File: src/hw/rtl/reply_frame_deframer_assert.svh
// ---------------------------------------------------------------------------
// reply_frame_deframer_assert.svh
// Assertion macros for the reply frame deframer RTL.
// ---------------------------------------------------------------------------
`ifndef REPLY_FRAME_DEFRAMER_ASSERT_SVH
`define REPLY_FRAME_DEFRAMER_ASSERT_SVH

// Same-cycle implication, checked on clk, off while in reset.
`define RFD_ASSERT_IMPL(label, ante, cons, msg) \
    label: assert property (@(posedge clk) disable iff (!rst_n) (ante) |-> (cons)) \
        else $error(msg);

// Next-cycle implication, checked on clk, off while in reset.
`define RFD_ASSERT_NEXT(label, ante, cons, msg) \
    label: assert property (@(posedge clk) disable iff (!rst_n) (ante) |=> (cons)) \
        else $error(msg);

`endif

File: src/hw/rtl/rfd_pkg.sv
// ---------------------------------------------------------------------------
// rfd_pkg
// Constants and types for the reply frame deframer.
// ---------------------------------------------------------------------------
package rfd_pkg;

    // Fixed frame bytes
    localparam logic [7:0] HEAD_FIRST  = 8'hAA;
    localparam logic [7:0] HEAD_SECOND = 8'hBB;
    localparam logic [7:0] MARK_BYTE   = 8'h00;
    // Non-data bytes counted in the length byte, among them the id, command and status bytes
    localparam logic [7:0] FIXED_COUNT = 8'd6;

    // Result roles
    localparam logic [2:0] ROLE_ID0    = 3'd0;
    localparam logic [2:0] ROLE_ID1    = 3'd1;
    localparam logic [2:0] ROLE_CMD0   = 3'd2;
    localparam logic [2:0] ROLE_CMD1   = 3'd3;
    localparam logic [2:0] ROLE_STATUS = 3'd4;
    localparam logic [2:0] ROLE_DATA   = 3'd5;
    localparam logic [2:0] ROLE_END    = 3'd6;

    // Error codes
    localparam logic [1:0] ERR_NONE  = 2'd0;
    localparam logic [1:0] ERR_FRAME = 2'd1;
    localparam logic [1:0] ERR_STUFF = 2'd2;

    // One parser result, with a flag saying whether the byte produced one
    typedef struct packed {
        logic       emit;
        logic [7:0] byte_value;
        logic [2:0] role;
        logic [7:0] data_index;
        logic       check_ok;
        logic [1:0] error_code;
        logic       last;
    } rfd_result_t;

endpackage

File: src/hw/rtl/rfd_parser.sv
// ---------------------------------------------------------------------------
// rfd_parser
// Frame parsing state machine: consumes one byte per step and yields at
// most one result for it.
// ---------------------------------------------------------------------------
module rfd_parser
    import rfd_pkg::*;
(
    input  logic        clk,
    input  logic        rst_n,
    input  logic        step,
    input  logic [7:0]  rx_byte,
    output rfd_result_t res
);

    typedef enum logic [3:0] {
        PH_HEAD0  = 4'd0,
        PH_HEAD1  = 4'd1,
        PH_LEN    = 4'd2,
        PH_MARK   = 4'd3,
        PH_ID0    = 4'd4,
        PH_ID1    = 4'd5,
        PH_CMD0   = 4'd6,
        PH_CMD1   = 4'd7,
        PH_STATUS = 4'd8,
        PH_DATA   = 4'd9,
        PH_VER    = 4'd10
    } phase_t;

    phase_t     phase_reg, phase_next;
    logic [7:0] remaining_reg, remaining_next;
    logic [7:0] position_reg, position_next;
    logic [7:0] xor_reg, xor_next;
    logic       stuff_reg, stuff_next;
    logic [7:0] remaining_dec;

    assign remaining_dec = remaining_reg - 8'd1;

    // Next state and result for the current byte
    always_comb
    begin
        phase_next     = phase_reg;
        remaining_next = remaining_reg;
        position_next  = position_reg;
        xor_next       = xor_reg;
        stuff_next     = stuff_reg;
        res            = '0;
        res.byte_value = rx_byte;
        res.role       = ROLE_END;

        unique case (phase_reg)
            PH_HEAD0:
            begin
                if (rx_byte != HEAD_FIRST)
                begin
                    res.emit       = 1'b1;
                    res.error_code = ERR_FRAME;
                    res.last       = 1'b1;
                    stuff_next     = 1'b0;
                end
                else
                begin
                    phase_next = PH_HEAD1;
                end
            end
            PH_HEAD1:
            begin
                if (rx_byte != HEAD_SECOND)
                begin
                    res.emit       = 1'b1;
                    res.error_code = ERR_FRAME;
                    res.last       = 1'b1;
                    phase_next     = PH_HEAD0;
                    stuff_next     = 1'b0;
                end
                else
                begin
                    phase_next = PH_LEN;
                end
            end
            PH_LEN:
            begin
                remaining_next = (rx_byte > FIXED_COUNT) ? (rx_byte - FIXED_COUNT) : 8'd0;
                position_next  = 8'd0;
                xor_next       = 8'd0;
                stuff_next     = 1'b0;
                phase_next     = PH_MARK;
            end
            PH_MARK:
            begin
                if (rx_byte != MARK_BYTE)
                begin
                    res.emit       = 1'b1;
                    res.error_code = ERR_FRAME;
                    res.last       = 1'b1;
                    phase_next     = PH_HEAD0;
                    stuff_next     = 1'b0;
                end
                else
                begin
                    phase_next = PH_ID0;
                end
            end
            PH_ID0, PH_ID1, PH_CMD0, PH_CMD1, PH_STATUS:
            begin
                res.emit = 1'b1;
                res.role = 3'(4'(phase_reg) - 4'(PH_ID0));
                xor_next = xor_reg ^ rx_byte;
                if (phase_reg == PH_STATUS)
                    phase_next = (remaining_reg == 8'd0) ? PH_VER : PH_DATA;
                else
                    phase_next = phase_t'(4'(phase_reg) + 4'd1);
            end
            PH_DATA:
            begin
                if (stuff_reg)
                begin
                    // byte after a data 0xAA must be the stuffed zero
                    if (rx_byte != MARK_BYTE)
                    begin
                        res.emit       = 1'b1;
                        res.error_code = ERR_STUFF;
                        res.last       = 1'b1;
                        phase_next     = PH_HEAD0;
                        stuff_next     = 1'b0;
                    end
                    else
                    begin
                        stuff_next = 1'b0;
                        if (remaining_reg == 8'd0)
                            phase_next = PH_VER;
                    end
                end
                else
                begin
                    res.emit       = 1'b1;
                    res.role       = ROLE_DATA;
                    res.data_index = position_reg;
                    xor_next       = xor_reg ^ rx_byte;
                    position_next  = position_reg + 8'd1;
                    remaining_next = remaining_dec;
                    if (rx_byte == HEAD_FIRST)
                        stuff_next = 1'b1;
                    else if (remaining_dec == 8'd0)
                        phase_next = PH_VER;
                end
            end
            PH_VER:
            begin
                res.emit     = 1'b1;
                res.check_ok = (rx_byte == xor_reg);
                res.last     = 1'b1;
                phase_next   = PH_HEAD0;
            end
            default:
            begin
                res.emit       = 1'b1;
                res.error_code = ERR_FRAME;
                res.last       = 1'b1;
                phase_next     = PH_HEAD0;
                stuff_next     = 1'b0;
            end
        endcase
    end

    // Parser state, updated once per consumed byte
    always_ff @(posedge clk or negedge rst_n)
    begin
        if (!rst_n)
        begin
            phase_reg     <= PH_HEAD0;
            remaining_reg <= 8'd0;
            position_reg  <= 8'd0;
            xor_reg       <= 8'd0;
            stuff_reg     <= 1'b0;
        end
        else if (step)
        begin
            phase_reg     <= phase_next;
            remaining_reg <= remaining_next;
            position_reg  <= position_next;
            xor_reg       <= xor_next;
            stuff_reg     <= stuff_next;
        end
    end

endmodule

File: src/hw/rtl/reply_frame_deframer.sv
// ---------------------------------------------------------------------------
// reply_frame_deframer
// Parses byte-stuffed reply frames with an XOR check from a byte stream.
// ---------------------------------------------------------------------------
// Takes one received byte per word on the slave side and reports every id,
// command, status and data byte of a reply frame on the master side, with
// its role and data index; the verification byte ends the frame with
// check_ok and tlast. A bad head, a bad marker or a missing stuffed zero
// gives one error word (tlast set) and the parser hunts for 0xAA again.
// Head, length, marker and stuffed zero bytes give no word. Throughput is
// one byte per clock while the master side takes its words. A byte accepted
// sits in the input register, goes through the parser, and its word shows
// on the master side from the result register. While a result waits for
// tready the input register takes one more byte; after that s_tready stays
// low until the result is taken.
module reply_frame_deframer
    import rfd_pkg::*;
(
    input  logic        clk,
    input  logic        rst_n,
    input  logic        s_tvalid,
    output logic        s_tready,
    input  logic [7:0]  s_tdata,   // [7:0] rx_byte
    output logic        m_tvalid,
    input  logic        m_tready,
    output logic [15:0] m_tdata,   // [7:0] byte_value, [15:8] data_index
    output logic [5:0]  m_tuser,   // [2:0] role, [3] check_ok, [5:4] error_code
    output logic        m_tlast
);

`include "reply_frame_deframer_assert.svh"

    logic        in_valid_reg;
    logic [7:0]  in_byte_reg;
    logic        out_valid_reg;
    rfd_result_t out_reg;
    rfd_result_t res;
    logic        advance;
    logic        stalled;
    logic        word_err;
    logic        word_end;
    logic        word_data;

    // Parser consumes the held byte when the result register is free or its word is taken
    assign advance  = in_valid_reg && (!out_valid_reg || m_tready);
    assign s_tready = !in_valid_reg || advance;

    // Input register
    always_ff @(posedge clk or negedge rst_n)
    begin
        if (!rst_n)
            in_valid_reg <= 1'b0;
        else if (s_tready)
            in_valid_reg <= s_tvalid;
    end

    always_ff @(posedge clk)
    begin
        if (s_tready && s_tvalid)
            in_byte_reg <= s_tdata;
    end

    rfd_parser u_parser (
        .clk     (clk),
        .rst_n   (rst_n),
        .step    (advance),
        .rx_byte (in_byte_reg),
        .res     (res)
    );

    // Result register
    always_ff @(posedge clk or negedge rst_n)
    begin
        if (!rst_n)
            out_valid_reg <= 1'b0;
        else if (advance)
            out_valid_reg <= res.emit;
        else if (m_tready)
            out_valid_reg <= 1'b0;
    end

    always_ff @(posedge clk)
    begin
        if (advance && res.emit)
            out_reg <= res;
    end

    assign m_tvalid = out_valid_reg;
    assign m_tdata  = {out_reg.data_index, out_reg.byte_value};
    assign m_tuser  = {out_reg.error_code, out_reg.check_ok, out_reg.role};
    assign m_tlast  = out_reg.last;

    // Result word decode for the checks
    assign stalled   = in_valid_reg && !advance;
    assign word_err  = (m_tuser[5:4] != ERR_NONE);
    assign word_end  = (m_tuser[2:0] == ROLE_END);
    assign word_data = (m_tuser[2:0] == ROLE_DATA);

    // Checks
    `RFD_ASSERT_IMPL(a_err_ends, m_tvalid && word_err, m_tlast && word_end, "error word not final")
    `RFD_ASSERT_IMPL(a_ok_at_end, m_tvalid && m_tuser[3], word_end && !word_err, "check_ok off end")
    `RFD_ASSERT_IMPL(a_idx_data, m_tvalid && !word_data, m_tdata[15:8] == 8'd0, "index off data")
    `RFD_ASSERT_NEXT(a_hold_byte, stalled, in_valid_reg && $stable(in_byte_reg), "held byte lost")

endmodule
File: config.mk
export PLATFORM = sky130hd
export DESIGN_NAME = reply_frame_deframer
export DESIGN_NICKNAME = d
export VERILOG_FILES = /design/src/hw/rtl/rfd_pkg.sv /design/src/hw/rtl/rfd_parser.sv /design/src/hw/rtl/reply_frame_deframer.sv
export VERILOG_INCLUDE_DIRS = /design/src /design/src/hw/rtl
export SDC_FILE = /design/constraint.sdc
export NUM_CORES = 1
export LEC_CHECK = 0
export ABC_AREA = 1
export BUFFER_PORTS_ARGS = -buffer_cell sky130_fd_sc_hd__buf_2
export CORE_MARGIN = 3
export CORE_UTILIZATION = 53
export DETAILED_ROUTE_END_ITERATION = 10
export PLACE_DENSITY_LB_ADDON = 0.1
export SLEW_MARGIN = 10
export SYNTH_ARGS = -nofsm -noshare
export SYNTH_HDL_FRONTEND = slang
export SYNTH_HIERARCHICAL = 1
export SYNTH_SLANG_ARGS = --single-unit
File: constraint.sdc
create_clock -name clk -period 2.43 [get_ports clk]
set_clock_uncertainty 0.05 [all_clocks]
set_input_delay 0.1215 -clock clk [delete_from_list [all_inputs] [get_ports clk]]
set_output_delay 0.1215 -clock clk [all_outputs]
set_load 0.005 [all_outputs]
* Word-level counts from Yosys, hierarchy flattened *
Cells that the tools add are included.

storage, ports and cells
  logic and storage cells = 108
  bits of input ports = 12
  bits in registers = 62
  output and inout bits = 25

cells by class
  add/sub/neg operators = 5
  reduce and logical (&&, ||, !) cells = 23
  order comparisons = 1
  equality and inequality tests = 22
  multiplexer cells = 40
  bitwise gates (word level) = 3

operators with widths
  operator               number
  $mux W8                4
  $pmux W8 S2            2
  $mux W4                7
  $pmux W4 S6            1
  $pmux W8 S3            1
  $eq A4 B3 Y1 const B   4
  $logic_not A8 Y1       2
  $ne A8 B8 Y1 const B   2
  $pmux W1 S5            3
  $eq A4 B4 Y1 const B   3
  $reduce_or A6 Y1       2
  $mux W1                11
  $mux W10               1
  $mux W2                5
  $pmux W2 S5            1
  $reduce_and A5 Y1      2
  $mux W3                3
  $add A8 B1 Y8 const B  1
  $eq A4 B2 Y1 const B   2
  $eq A8 B8 Y1           1
  $eq A8 B8 Y1 const B   1
  $gt A8 B3 Y1 const B   1
  $reduce_bool A8 Y1     1
  $sub A8 B1 Y8 const B  1
  other kinds (22)       32

* Logic depth before layout (Yosys ltp) *
  depth in word-level cells = 6
  depth in mapped cells = 12
  mapped depth without buffers = 11

* Modules after synthesis *
Netlist, hierarchy kept.

by module, submodules not included
  module                seq. area each (um^2)  cells an instance  area an instance (um^2)  instances
  rfd_parser            725.7                  345                2,359.8                  1
  reply_frame_deframer  980.9                  46                 1,037.2                  1

* Worst setup path before layout *
No wires, ideal clock.

  kind = reg-to-reg
  start point = register u_parser.phase_reg[0]
  end point = register out_reg, in the netlist m_tdata[0] (enable)
  required time = 1.977 ns
  cell stages (with the launch flop) = 10
  arrival = 2.223 ns
  slack = -0.246 ns
  buffers on the path = 0
  period minus slack after synthesis = 2.676 ns
  setup time = 0.403 ns
  cells stage by stage = dfrtp_1 inv_1 ha_1 inv_1 nor2_1 nand2_1 and3_1 nand2_1 inv_1 nor2_1

RTL lines
  what                    RTL line                    RTL
  from (decl)             rfd_parser.sv:30            phase_t phase_reg, phase_next;
  from (signal assigned)  rfd_parser.sv:179           phase_reg <= phase_next;
  to (signal assigned)    reply_frame_deframer.sv:85  out_reg <= res;
  to (decl)               reply_frame_deframer.sv:36  rfd_result_t out_reg;

* Final worst setup path *
  start point = register u_parser.phase_reg[1]
  end point = register u_parser.remaining_reg[6]

on the way
  word-level cells in the longest chain between the ends = 3
  elaborated cells on any way between the ends = 6
  classes of those cells = eq/ne: 3; mux: 1; reduce/logical: 2

ends and longest elaborated chain
  what                                                                 RTL line           RTL
  $eq A4 B4 Y1 / $eq A4 B2 Y1 (equally long branches)                  rfd_parser.sv:51   unique case (phase_reg)
  $ne A2 B2 Y1 (no line) / $reduce_bool A2 Y1 (equally long branches)  n/a
  $reduce_and A3 Y1 (no line)                                          n/a
  to (signal assigned)                                                 rfd_parser.sv:180  remaining_reg <= remaining_next;
  to (decl)                                                            rfd_parser.sv:31   logic [7:0] remaining_reg, remaining_next;

Several ways; a longest one is shown, not always the timed one.
A chain may end at the register's enable or synchronous reset.

==> impl_results.md <==
* Total CTS buffers at 9
* Tcrit/Tclk final at 91.8%
* Gr ovfl total at 0
* Synth cell types at 38
* Slew Limit Fails at 0
* Pre-CTS setup slack at -0.324 ns
* Number of flip-flops in the largest register at 16
* Mean post-synth cell area at 8.69 um^2
* Mapped cell area at 0.00340 mm^2
* Worst EP arrival at 2.44 ns
* #FFs+latches synth at 62
* Final GP Congestion at 0.923
* Via count at approximately 2900
* Clock net sink count at between 60 and 70
* Post-route ant nets at 0
* Synth Net Count at around 410
* Initial antenna violation count at 0
* Nets at 502
* Fin worst setup slack at around 0.20 ns
* RSZ-0062 raised after global routing: false
* First-pass GRT wire length at ~14 mm
* Status: finished, final reports clean
* Register-to-Register Path Depth at 9
* Initial core utilization at between 50% and 60%
* Top-Level Pins at 37
* Min-delay worst type: primary input to flop
* Pwr dens at 733 mW/mm^2
* FF-to-FF Start: u_parser/phase_reg[1]
* Post-synth EDFFs at 31
* Hold Startpoint: m_tready
* Post-Synthesis Cells at 391
* Starting DRC count in detailed routing at around 160
* Worst setup SP type: flop
* Clock Path Buffers at 2
* Area Growth Syn to Fin at 24.9%
* Dpl hpwl at 5.95 mm
* Crit path kind: flop to flop
* Vias per inst at 5.22
* Die H at 86.1 um
* Max Fclk at 448 MHz
* Row cnt at 28
* First-pass DRT Iterations at 5
* Worst setup EP type: flop
* Crit Path Max Fanout at 15
* VDD IR-drop max at 0.441 mV
* Pleak at between 0.002 and 0.0025 uW
* Die ar. at 0.00741 mm^2
* Synth async-reset ratio at 50.0%
* Seq/Total Area, Yosys at 50.2%
* Core area at 0.00606 mm^2
* Min Hold Slack at 0.0518 ns
* WP data required at 2.64 ns
* Largest net degree at the start of global routing at 32
* Setup violators final at 0
* Hold Crit Depth at 4
* # fillers at roughly 500
* Worst-Margin Slew at 0.743 ns
* Final hold vios at 0
* Wire per inst at ~15 um
* Worst relative slew slack at 50.4%
* CTS tree: built
* Reg clk slew, reported paths at 0.07 ns
* Max cap viols at 0
* Synth warnings at 6
* Detailed Route WL at 8.14 mm
* Fin crit period at approximately 2.2 ns
* GR Util All Layers at 23.4%
* Crit path from: u_parser/phase_reg[1]
* Root buf cell: clkbuf_8
* Htree depth at 3
* Worst-Skew Late Latency at 0.34 ns
* # DRC at 0
* Vias in the first global route at 2876
* Fraction of layout cells with a size suffix above 1 at 23.0%
* Ant diodes at 0
* Port Buffer Count at 36
* Die Wd at about 86 um
* Ys flop type: edfxtp_1
## synth_stat cells, types with 2 or more instances
| master | number | area (um^2) |
|---|---|---|
| nor2_4 | 3 | 33.8 |
| nor3_1 | 10 | 50.1 |
| nand3_1 | 30 | 150 |
| nand3_2 | 2 | 20.0 |
| ha_1 | 9 | 113 |
| edfxtp_1 | 31 | 931 |
| nand3b_1 | 4 | 30.0 |
| inv_1 | 45 | 169 |
| a21oi_1 | 4 | 20.0 |
| o31ai_1 | 3 | 22.5 |
| buf_4 | 8 | 60.1 |
| xnor2_1 | 4 | 35.0 |
| nand2_4 | 2 | 22.5 |
| inv_2 | 2 | 7.51 |
| nor2_1 | 47 | 176 |
| nor2_2 | 4 | 25.0 |
| xor2_1 | 12 | 105 |
| o22ai_1 | 2 | 12.5 |
| dfrtp_1 | 31 | 776 |
| nand2_1 | 90 | 338 |
| o211ai_1 | 3 | 22.5 |
| o21ai_1 | 14 | 70.1 |
| o21ai_0 | 6 | 30.0 |
| nand4_1 | 11 | 68.8 |
## through the flow
| step | TNS [ns] | std cells | area [um^2] | utilization (%) | total power (uW) |
|---|---|---|---|---|---|
| after floorplan | 0 | 391 | 3400 | - | 1810 |
| after global placement | -5.47 | 533 | 3910 | 64.5 | 2110 |
| after detailed placement | -7.41 | 533 | 3910 | 64.5 | 2120 |
| after CTS | 0 | 560 | 4230 | 69.8 | 3110 |
| after global routing | 0 | 561 | 4240 | 70.0 | 3280 |
| final | 0 | 561 | 4240 | 70.0 | 3110 |
## power by group
part	internal (uW)	switching [uW]	total [uW]
Clock	571	392	963
Combinational	313	455	768
Sequential	1300	80.0	1380
Total	2180	927	3110
## path summary, 6_finish.rpt
path	to	slack, ns
setup / recovery	u_parser/remaining_reg[6]	0.20
hold / removal	m_tvalid	0.05
setup reg to reg	u_parser/remaining_reg[6]	0.20
hold reg to reg	u_parser/xor_reg[2]	0.46
max in group asynchronous	u_parser/phase_reg[3]	1.52
min in group asynchronous	u_parser/remaining_reg[7]	0.33
## area by class of cell
class                           count  area, um^2  area share [%]
Sequential cell                    62        1710            40.2
Multi-Input combinational cell    271        1450            34.1
Timing Repair Buffer               89         606            14.3
Inverter                           48         183            4.31
Clock buffer                       11         131            3.10
Tap cell                           75        93.8            2.21
Clock inverter                      5        73.8            1.74
## kinds of logic (layout without fill, tap and decap cells)
kind of cell / after synthesis / count (layout) / synth area share [%]
AND/OR/NAND/NOR: 210 / 211 / 28.7
AO/OA/AOI/OAI: 35 / 35 / 5.89
buffers and inverters: 59 / 153 / 7.73
flip-flops: 62 / 62 / 50.2
XOR/XNOR: 16 / 16 / 4.13
adder cells (fa/ha/maj): 9 / 9 / 3.31
## per-layer routing
| metal | wire length, um | up-vias | global-route usage, % | part of all wire, % |
|---|---|---|---|---|
| met4 | 114 | 0 | 8.20 | 1.4 |
| met5 | 0 | - | 0 | 0 |
| met1 | 3860 | 1387 | 31.0 | 47 |
| li1 | - | 1470 | - | - |
| met2 | 3860 | 58 | 37.9 | 47 |
| met3 | 305 | 13 | 5.38 | 3.7 |
## critical path, stage by stage (launching register included)
cell and delay [ns]:
dfrtp_1 0.44, inv_1 0.10, ha_1 0.26, nand3_4 0.09
buf_4 0.20, o22ai_1 0.30, nand2_2 0.23, nor2_2 0.22
nand4_1 0.14, o211ai_1 0.11
## placed cells by master, fill, tap and decap left out, drive strengths merged, types with 4 or more instances in the layout
| cell | instances |
|---|---|
| nor3 | 11 |
| nand2 | 93 |
| nor2 | 55 |
| clkbuf | 11 |
| dlygate4sd3 | 11 |
| nand3 | 33 |
| nand4 | 11 |
| buf | 78 |
| xor2 | 12 |
| xnor2 | 4 |
| nand3b | 4 |
| dfrtp | 31 |
| ha | 9 |
| inv | 48 |
| a21oi | 4 |
| o21ai | 20 |
| edfxtp | 31 |
## repair_timing
action,CTS,global route
gates resized for setup,1,2
hold endpoints to repair,40,0
hold buffers,11,0
buffers inserted,0,0
endpoints found under the setup margin,23,26
cloned,0,1
pin swaps,0,1
(Power assumes the default switching activity.)
